<file path="config.mk">
export PLATFORM = sky130hd
export DESIGN_NAME = named_region_map_allocator
export DESIGN_NICKNAME = d
export VERILOG_FILES = /design/src/design/nrma_pkg.sv /design/src/design/nrma_cell.sv /design/src/design/named_region_map_allocator.sv
export VERILOG_INCLUDE_DIRS = /design/src /design/src/design
export SDC_FILE = /design/constraint.sdc
export NUM_CORES = 1
export LEC_CHECK = 0
export BUFFER_PORTS_ARGS = -buffer_cell sky130_fd_sc_hd__buf_2
export CORE_MARGIN = 2
export CORE_UTILIZATION = 40
export DETAILED_ROUTE_END_ITERATION = 8
export GPL_TIMING_DRIVEN = 1
export PLACE_DENSITY = 0.65
export SLEW_MARGIN = 10
export SYNTH_ARGS = -nofsm -noshare
export SYNTH_HDL_FRONTEND = slang
export SYNTH_SLANG_ARGS = --single-unit
</file>
<file path="constraint.sdc">
create_clock -name clock -period 14.45 [get_ports clock]
set_input_delay 2.89 -clock clock [delete_from_list [all_inputs] [get_ports clock]]
set_output_delay 2.89 -clock clock [all_outputs]
set_load 0.03 [all_outputs]
</file>
<file path="src/design/named_region_map_allocator_defines.svh">
// Assertion macros shared by the region map allocator RTL.
`ifndef NAMED_REGION_MAP_ALLOCATOR_DEFINES_SVH
`define NAMED_REGION_MAP_ALLOCATOR_DEFINES_SVH

// Same-cycle implication, disabled during reset.
`define NRMA_ASSERT_SAME(label, clk, rst, ante, cons) \
   label: assert property (@(posedge clk) disable iff (rst) (ante) |-> (cons)) \
      else $error("nrma: same-cycle check failed");

// Next-cycle implication, disabled during reset.
`define NRMA_ASSERT_NEXT(label, clk, rst, ante, cons) \
   label: assert property (@(posedge clk) disable iff (rst) (ante) |=> (cons)) \
      else $error("nrma: next-cycle check failed");

`endif

</file>
<file path="src/design/nrma_pkg.sv">
// Shared constants and types for the named region map allocator.
package nrma_pkg;

   // Table and store geometry
   localparam int SLOT_COUNT  = 16;
   localparam int STORE_BYTES = 4096;
   localparam int SLOT_W      = $clog2(SLOT_COUNT);
   localparam int PTR_W       = $clog2(STORE_BYTES + 1);
   localparam int END_W       = PTR_W + 2;

   // Fixed field widths
   localparam int NAME_W = 8;
   localparam int OFF_W  = 12;
   localparam int SIZE_W = 13;
   localparam int GAP_W  = 8;
   localparam int STAT_W = 2;

   // Request codes
   localparam logic FUNC_SAVE = 1'b0;
   localparam logic FUNC_READ = 1'b1;

   // Status codes
   localparam logic [STAT_W-1:0] ST_OK        = 2'd0;
   localparam logic [STAT_W-1:0] ST_FULL      = 2'd1;
   localparam logic [STAT_W-1:0] ST_NOT_FOUND = 2'd2;
   localparam logic [STAT_W-1:0] ST_NO_SPACE  = 2'd3;

   // Lookup result handed from cell to cell
   typedef struct packed {
      logic              hit;
      logic [OFF_W-1:0]  hit_off;
      logic [SLOT_W-1:0] hit_idx;
      logic              free_found;
      logic [SLOT_W-1:0] free_idx;
   } chain_type;

   // Claim broadcast to every cell
   typedef struct packed {
      logic              en;
      logic [NAME_W-1:0] name;
      logic [OFF_W-1:0]  off;
   } claim_type;

endpackage

</file>
<file path="src/design/nrma_cell.sv">
// One table slot: holds used bit, name and offset, and extends the lookup chain.
module nrma_cell (
   input  logic                      clock,
   input  logic                      reset,
   input  logic [nrma_pkg::SLOT_W-1:0] cell_idx,
   input  logic [nrma_pkg::NAME_W-1:0] key,
   input  logic                      prev_used,
   input  nrma_pkg::claim_type       claim,
   input  nrma_pkg::chain_type       chain_in,
   output nrma_pkg::chain_type       chain_out,
   output logic                      used
);

   logic                       used_ff, used_in;
   logic [nrma_pkg::NAME_W-1:0] name_ff, name_in;
   logic [nrma_pkg::OFF_W-1:0]  off_ff, off_in;
   logic                       match;
   logic                       free_here;

   // Slot matches the key; slot is the first free one in the fill order
   assign match     = used_ff && (name_ff == key);
   assign free_here = !used_ff && prev_used;
   assign used      = used_ff;

   // Pass the chain on, taking the first hit and first free slot
   always_comb begin
      chain_out = chain_in;
      if (!chain_in.hit && match) begin
         chain_out.hit     = 1'b1;
         chain_out.hit_off = off_ff;
         chain_out.hit_idx = cell_idx;
      end
      if (!chain_in.free_found && free_here) begin
         chain_out.free_found = 1'b1;
         chain_out.free_idx   = cell_idx;
      end
   end

   // Claim writes only the first free slot
   always_comb begin
      used_in = used_ff;
      name_in = name_ff;
      off_in  = off_ff;
      if (claim.en && free_here) begin
         used_in = 1'b1;
         name_in = claim.name;
         off_in  = claim.off;
      end
   end

   always_ff @(posedge clock) begin
      if (reset) begin
         used_ff <= 1'b0;
      end else begin
         used_ff <= used_in;
      end
   end

   // Payload, no reset
   always_ff @(posedge clock) begin
      name_ff <= name_in;
      off_ff  <= off_in;
   end

endmodule

</file>
<file path="src/design/named_region_map_allocator.sv">
// Top level: request staging, slot cell row, bump pointer and result register.
//
//   port group  dir  handshake         payload
//   req_*       in   req_valid/stall   func, cell_id, region_size
//   rsp_*       out  rsp_valid/stall   status, byte_offset, slot_index, newly_made
//   csr_*       in   csr_wr_en         wr_data (region gap)
//
// An accepted item sits in the stage register while the row of slot cells looks
// it up, and the result register loads the outcome when the stage advances. A new
// item is taken every cycle while the result side keeps up. The cell row and its
// claim write set the lookup path. Reset clears the used bits, the bump pointer
// and the gap. A stalled result holds the staged item and stalls input.
`include "named_region_map_allocator_defines.svh"

module named_region_map_allocator (
   input  logic                        clock,
   input  logic                        reset,
   input  logic                        req_valid,
   output logic                        req_stall,
   input  logic                        req_func,
   input  logic [nrma_pkg::NAME_W-1:0] req_cell_id,
   input  logic [nrma_pkg::SIZE_W-1:0] req_region_size,
   output logic                        rsp_valid,
   input  logic                        rsp_stall,
   output logic [nrma_pkg::STAT_W-1:0] rsp_status,
   output logic [nrma_pkg::OFF_W-1:0]  rsp_byte_offset,
   output logic [nrma_pkg::SLOT_W-1:0] rsp_slot_index,
   output logic                        rsp_newly_made,
   input  logic                        csr_wr_en,
   input  logic [nrma_pkg::GAP_W-1:0]  csr_wr_data
);

   // Staged request
   logic                        pend_vld_ff, pend_vld_in;
   logic                        pend_func_ff;
   logic [nrma_pkg::NAME_W-1:0] pend_id_ff;
   logic [nrma_pkg::SIZE_W-1:0] pend_size_ff;

   // Config and bump pointer
   logic [nrma_pkg::GAP_W-1:0]  gap_ff, gap_in;
   logic [nrma_pkg::PTR_W-1:0]  next_free_ff, next_free_in;

   // Result register
   logic                        rsp_vld_ff, rsp_vld_in;
   logic [nrma_pkg::STAT_W-1:0] rsp_status_ff, rsp_status_in;
   logic [nrma_pkg::OFF_W-1:0]  rsp_off_ff, rsp_off_in;
   logic [nrma_pkg::SLOT_W-1:0] rsp_idx_ff, rsp_idx_in;
   logic                        rsp_made_ff, rsp_made_in;

   logic                        advance;
   logic                        do_claim;
   logic                        no_space;
   logic [nrma_pkg::END_W-1:0]  req_end;
   logic [nrma_pkg::END_W-1:0]  new_end;
   logic [nrma_pkg::SLOT_COUNT-1:0] used_vec;
   logic [nrma_pkg::SLOT_COUNT-1:0] prev_vec;
   logic [nrma_pkg::SLOT_COUNT-1:0] used_inc;
   int                          used_cnt;
   nrma_pkg::chain_type         chain_w [nrma_pkg::SLOT_COUNT+1];
   nrma_pkg::chain_type         look;
   nrma_pkg::claim_type         claim;

   // Handshake
   assign advance   = pend_vld_ff && (!rsp_vld_ff || !rsp_stall);
   assign req_stall = pend_vld_ff && !advance;

   // Row of slot cells; slot 0 always sees a used left neighbor
   assign prev_vec   = {used_vec[nrma_pkg::SLOT_COUNT-2:0], 1'b1};
   assign chain_w[0] = '0;

   for (genvar i = 0; i < nrma_pkg::SLOT_COUNT; i++) begin : g_cell
      nrma_cell u_cell (
         .clock     (clock),
         .reset     (reset),
         .cell_idx  (nrma_pkg::SLOT_W'(i)),
         .key       (pend_id_ff),
         .prev_used (prev_vec[i]),
         .claim     (claim),
         .chain_in  (chain_w[i]),
         .chain_out (chain_w[i+1]),
         .used      (used_vec[i])
      );
   end

   assign look = chain_w[nrma_pkg::SLOT_COUNT];

   // Space check for a new region at the bump pointer
   assign req_end  = nrma_pkg::END_W'(next_free_ff) + nrma_pkg::END_W'(pend_size_ff);
   assign new_end  = req_end + nrma_pkg::END_W'(gap_ff);
   assign no_space = (next_free_ff >= nrma_pkg::PTR_W'(nrma_pkg::STORE_BYTES)) ||
                     (req_end > nrma_pkg::END_W'(nrma_pkg::STORE_BYTES));

   // Result decode
   always_comb begin
      do_claim      = 1'b0;
      rsp_status_in = nrma_pkg::ST_OK;
      rsp_off_in    = '0;
      rsp_idx_in    = '0;
      rsp_made_in   = 1'b0;
      if (look.hit) begin
         rsp_off_in = look.hit_off;
         rsp_idx_in = look.hit_idx;
      end else if (pend_func_ff == nrma_pkg::FUNC_READ) begin
         rsp_status_in = nrma_pkg::ST_NOT_FOUND;
      end else if (!look.free_found) begin
         rsp_status_in = nrma_pkg::ST_FULL;
      end else if (no_space) begin
         rsp_status_in = nrma_pkg::ST_NO_SPACE;
      end else begin
         do_claim    = 1'b1;
         rsp_off_in  = next_free_ff[nrma_pkg::OFF_W-1:0];
         rsp_idx_in  = look.free_idx;
         rsp_made_in = 1'b1;
      end
   end

   // Claim broadcast
   always_comb begin
      claim.en   = advance && do_claim;
      claim.name = pend_id_ff;
      claim.off  = next_free_ff[nrma_pkg::OFF_W-1:0];
   end

   // Bump pointer saturates at the store size
   always_comb begin
      next_free_in = next_free_ff;
      if (claim.en) begin
         if (new_end > nrma_pkg::END_W'(nrma_pkg::STORE_BYTES)) begin
            next_free_in = nrma_pkg::PTR_W'(nrma_pkg::STORE_BYTES);
         end else begin
            next_free_in = new_end[nrma_pkg::PTR_W-1:0];
         end
      end
   end

   // Gap register
   assign gap_in = csr_wr_en ? csr_wr_data : gap_ff;

   // Stage and result valids
   always_comb begin
      pend_vld_in = pend_vld_ff;
      if (!req_stall) begin
         pend_vld_in = req_valid;
      end
      rsp_vld_in = rsp_vld_ff;
      if (advance) begin
         rsp_vld_in = 1'b1;
      end else if (!rsp_stall) begin
         rsp_vld_in = 1'b0;
      end
   end

   always_ff @(posedge clock) begin
      if (reset) begin
         pend_vld_ff  <= 1'b0;
         rsp_vld_ff   <= 1'b0;
         gap_ff       <= '0;
         next_free_ff <= '0;
      end else begin
         pend_vld_ff  <= pend_vld_in;
         rsp_vld_ff   <= rsp_vld_in;
         gap_ff       <= gap_in;
         next_free_ff <= next_free_in;
      end
   end

   // Payload registers
   always_ff @(posedge clock) begin
      if (req_valid && !req_stall) begin
         pend_func_ff <= req_func;
         pend_id_ff   <= req_cell_id;
         pend_size_ff <= req_region_size;
      end
      if (advance) begin
         rsp_status_ff <= rsp_status_in;
         rsp_off_ff    <= rsp_off_in;
         rsp_idx_ff    <= rsp_idx_in;
         rsp_made_ff   <= rsp_made_in;
      end
   end

   assign rsp_valid       = rsp_vld_ff;
   assign rsp_status      = rsp_status_ff;
   assign rsp_byte_offset = rsp_off_ff;
   assign rsp_slot_index  = rsp_idx_ff;
   assign rsp_newly_made  = rsp_made_ff;

   // Terms for the checks
   assign used_inc = used_vec + nrma_pkg::SLOT_COUNT'(1);
   assign used_cnt = $countones(used_vec);

   // Checks
   `NRMA_ASSERT_SAME(a_made_is_ok, clock, reset, rsp_vld_ff && rsp_made_ff, rsp_status_ff == nrma_pkg::ST_OK)
   `NRMA_ASSERT_SAME(a_ptr_in_store, clock, reset, 1'b1, next_free_ff <= nrma_pkg::PTR_W'(nrma_pkg::STORE_BYTES))
   `NRMA_ASSERT_SAME(a_fill_contig, clock, reset, 1'b1, (used_vec & used_inc) == '0)
   `NRMA_ASSERT_NEXT(a_claim_adds_one, clock, reset, claim.en, used_cnt == $past(used_cnt) + 1)
   `NRMA_ASSERT_SAME(a_claim_no_hit, clock, reset, claim.en, !look.hit)

endmodule
</file>
Word-level counts from Yosys, hierarchy flattened
Index checks and enable logic that the tools add are counted.

Register bits: 400. Input port bits: 35. Output and inout bits: 21. Logic and storage cells: 266.

$add $sub $neg: 2. Magnitude comparators: 3. Equal/unequal tests: 17. Mux-type cells: 50. Reductions and logical operators: 134.

Operators by type and width (number): $mux 17 (16); $eq 8x8->1 (16); $logic_and 1x1->1 (81); $mux 5 (16); $logic_not 1->1 (50); $mux 12 (4); $mux 4 (4); $add 14x8->15 (1); $gt 15x13->1 const B (1); $add 13x13->14 (1); $gt 14x13->1 const B (1); $ge 13x13->1 const B (1); $mux 13 (1); $mux 1 (6); $mux 2 (3); $logic_or 1x1->1 (2); $ne 2x1->1 const B (1); $reduce_or 2->1 (1).

Depth between registers and ports, before layout
Word-level depth: 51. Gate-level depth with buffers: 17. Depth with buffers taken out: 16.

Cells and area by module
From an unflattened synthesis, not the netlist that was laid out.

Cells, all modules: 1317. Area, all modules: 19652.6 um2.

Modules (own cells, without submodules): nrma_cell (times used 16, cells an instance 63, area an instance 1006.0 um2, seq. area each 620.6 um2); named_region_map_allocator (times used 1, cells an instance 309, area an instance 3557.2 um2, seq. area each 1691.6 um2).

Worst setup path before layout
OpenSTA, ideal clock, no wires.

Kind: input port to flip-flop. Start: in rsp_stall. End: reg g_cell[10].u_cell.name_ff[0] in the netlist's numbering (enable). Library setup time: 0.427 ns. Data arrival time: 6.710 ns. Required time: 14.023 ns. Path slack: 7.314 ns. Stages: 5. Cells stage by stage: a21boi_0 nand4b_4 buf_6 buf_2 nor3b_1.

Word-level cells in the longest chain between the ends: 5.

RTL lines: start: declaration (line named_region_map_allocator.sv:24) `input logic rsp_stall,`; $logic_not 1->1; $logic_or 1x1->1 (line named_region_map_allocator.sv:64) `assign advance = pend_vld_ff && (!rsp_vld_ff || !rsp_stall);`; $logic_and 1x1->1 (line named_region_map_allocator.sv:64); $logic_and 1x1->1 (line named_region_map_allocator.sv:119) `claim.en = advance && do_claim;`; $logic_and 1x1->1 (line nrma_cell.sv:44) `if (claim.en && free_here) begin`; end signal: assignment (line nrma_cell.sv:61) `name_ff <= name_in;`; end: declaration (line nrma_cell.sv:15) `logic [nrma_pkg::NAME_W-1:0] name_ff, name_in;`.

No other way between the ends. A chain may end at the register's enable or synchronous reset.

Final worst setup path
Start: in rsp_stall. End: out req_stall.

Word-level cells in the longest chain between the ends: 5.

RTL lines: $logic_not 1->1; $logic_or 1x1->1 (line named_region_map_allocator.sv:64); $logic_and 1x1->1 (line named_region_map_allocator.sv:64); $logic_not 1->1 (line named_region_map_allocator.sv:65) `assign req_stall = pend_vld_ff && !advance;`; $logic_and 1x1->1 (line named_region_map_allocator.sv:65); end: declaration (line named_region_map_allocator.sv:19) `output logic req_stall,`.

No other way between the ends.

==> flow_summary.ini <==
[status]
status = complete, no violations

[critical_path]
cp-start-kind = input port
cpMostUsedCell = buf_2
path_class = in2out
end_kind = primary output
cp_max_fo = 3
crit_chain = buf_2 -> and3_1 -> buf_2
worstPathRequired_ns = 11.56
slowest_delay_ns = 0.22
cp_top_family = buffers and inverters
worst-path-buf-inv = 2
critical-path-slowest-cell = and3_1
cp.arrival_ns = 3.45

[grt]
grt-ovfl-total = 0
antenna_found_initial = 1
grt_max_degree = 57
grt_use_total_pct = 16.8
top_usage_layer = met2
grtUsageMet1_pct = 23.2
use_met2_pct = 27.2
met3_usage_pct = 3.65
grt_pass1_wl_mm = 57.9
grt_pass1_vias = 10100

[clock_tree]
numClockSinks = 400
clkLatencyLatePin_ns = 0.55
root_buffer = clkbuf_16
ctsHoldBuffers = 0
cts_tree = yes
post_cts_buffers = 0
cts.path.max_buffers = 3
cts_resized = 0
cts_buffers = 43
path_clk_slew_ns = 0.06
htree_levels = 2

[routing]
vias = 10100
vias_per_cell = 5.38
drtIter0Drc = 749
wl_mm = 37.0
drc = 0
ant_nets = 0
wl_per_cell_um = 19.8
drtPass1Iterations = 7

[synth]
synthTopCellsByArea = edfxtp_1 (63%), xnor2_1 (6.6%), dfxtp_1 (4.5%)
synth_cell_types = 88
yosysTopAreaCellShare_pct = 63.0
avgSynthCellArea_um2 = 14.2
synth_edf_count = 361
syn-cell-area_um2 = 17200
netlist_instances = 1209
yosys_warnings = 0
yosysTopAreaCell = edfxtp_1
synthArstFlopShare_pct = 0
seq_area_frac_synth_pct = 67.5
synth-seq-cells = 400
yosysMostFrequentCell = edfxtp_1
ys_top_cells_by_count = edfxtp_1 (361), xnor2_1 (130), nand2_1 (103)
dominantRegCellSynth = edfxtp_1
syn-num-nets = 1267

[final_layout]
final_nets = 1348
final_area_um2 = 19500
drive_above_1_share_pct = 15.6
n_antenna_cell = 0
post-route-util_pct = 45.6
syn2layout_area_growth_pct = 13.3
instances_no_fill = 1870

[place]
dpl_worst_slack_ns = 8.10
dpl_cell_area_um2 = 18100
gp_congestion = 0.814
dp_cells = 1791
port_buffers = 55
dpl.hpwl_mm = 24.7

[floorplanning]
fp.dieArea_um2 = 44700
ioPinCount = 56
die_width_um = 211
initial_core_util_pct = 40.2
die_h_um = 211
fp.coreArea_um2 = 42800
rows = 76

[sta]
period_share_pct = 43.9
setup_ws_ns = 8.11
relSlewSlack_pct = 22.3
finalClockSkew_ns = 0.0296
fmax_mhz = 158
setup_tns_ns = 0
hold_viol = 0
fin_crit_ns = 6.34
setup_viol = 0
rsz0062_at_grt = no
worst_pin_slew_ns = 1.16
holdWs_ns = 0.507
slew_viol_final = 0

[flow_run]
cap_violations = 0

[power_and_ir_drop]
vdd_ir_drop_max_uv = 91.7
p_per_area_nw_per_um2 = 126
leakagePower_nw = 6.68
total_power_mw = 2.45

[worst_hold_path]
holdCritPathClass = reg2reg
-- placed cells by master (no fill, tap or decap), types with 7 or more instances in the layout --
cell       netlist  layout
nor2b_1          9       8
a31oi_1          9       9
clkinv_1         0       7
a221oi_1         9       9
inv_1           24      24
dfxtp_1         39      39
nor3_1          34      31
nand4_1         25      25
ha_1            21      21
nor3b_2          2      14
buf_4            1      32
mux2i_1         10      10
buf_2            9      55
nor2_1          46      46
a22o_1           7       7
clkbuf_1        17      10
a222oi_1         7       7
nand3_1         59      59
nand2b_1         9       9
o41ai_2         10      10
clkbuf_16        0      44
xor2_1          14      14
nand2_1        103     103
edfxtp_1       361     361
o21ai_0         32      32
and3_1           7       7
a21oi_1         36      36
or3_1            8       8
xnor2_1        130     130
nor4_1          10      10
a22oi_1         22      22
-- path summary, 6_finish.rpt --
path | startpoint | depth (start not counted) | endpoint | slack (ns)
setup / recovery | rsp_stall | 3 | req_stall | 8.11
hold / removal | pend_vld_ff | 2 | rsp_valid | 0.51
setup reg to reg | next_free_ff[0] | 13 | g_cell[11].u_cell.off_ff[5] | 8.70
hold reg to reg | pend_vld_ff | 2 | rsp_valid | 0.51
-- layer usage --
metal,part of all wire (%),vias up
met5,0.035,-
met2,47,287
met4,1.9,2
li1,-,4783
met1,45,4934
met3,6.5,53
-- state kept, by name, indices dropped and copies added, names as in the netlist --
signal and flops:
rsp_byte_offset 12, g_cell.u_cell.off_ff 192, rsp_status 2, rsp_slot_index 4, g_cell.u_cell.name_ff 128, next_free_ff 13, rsp_newly_made 1, rsp_valid 1
pend_func_ff 1, gap_ff 8, pend_vld_ff 1, pend_id_ff 8, pend_size_ff 13, g_cell.u_cell.used 16
-- area by class of cell --
type,instances,area (um2)
Tap cell,546,683
Timing Repair Buffer,87,515
Inverter,26,103
Clock inverter,22,230
Multi-Input combinational cell,732,5180
Sequential cell,400,11600
Clock buffer,57,1180
Fill cell,3817,23300
-- cell families (layout without fill, tap and decap cells) --
kind of cell,after synthesis,in the layout,synth area share [%]
flops,400,400,67.5
simple gates,360,360,11.2
compound gates,195,195,8.69
xor+xnor,144,144,7.33
buf+inv,77,192,2.92
fa+ha+maj,23,23,1.76
mux,10,10,0.582
-- where the power goes --
group	leakage, nW	switching [mW]	internal, mW
Combinational	2.21	0.0611	0.0343
Clock	0.687	0.439	0.648
Sequential	3.78	0.00709	1.26
-- tightest hold or removal path, delay by kind of cell (launching register included) --
| family | cells | cell delay, ns |
|---|---|---|
| simple gates | 1 | 0.07 |
| compound gates | 1 | 0.05 |
| flops | 1 | 0.36 |
No activity file was read; power rests on OpenSTA's default activity.
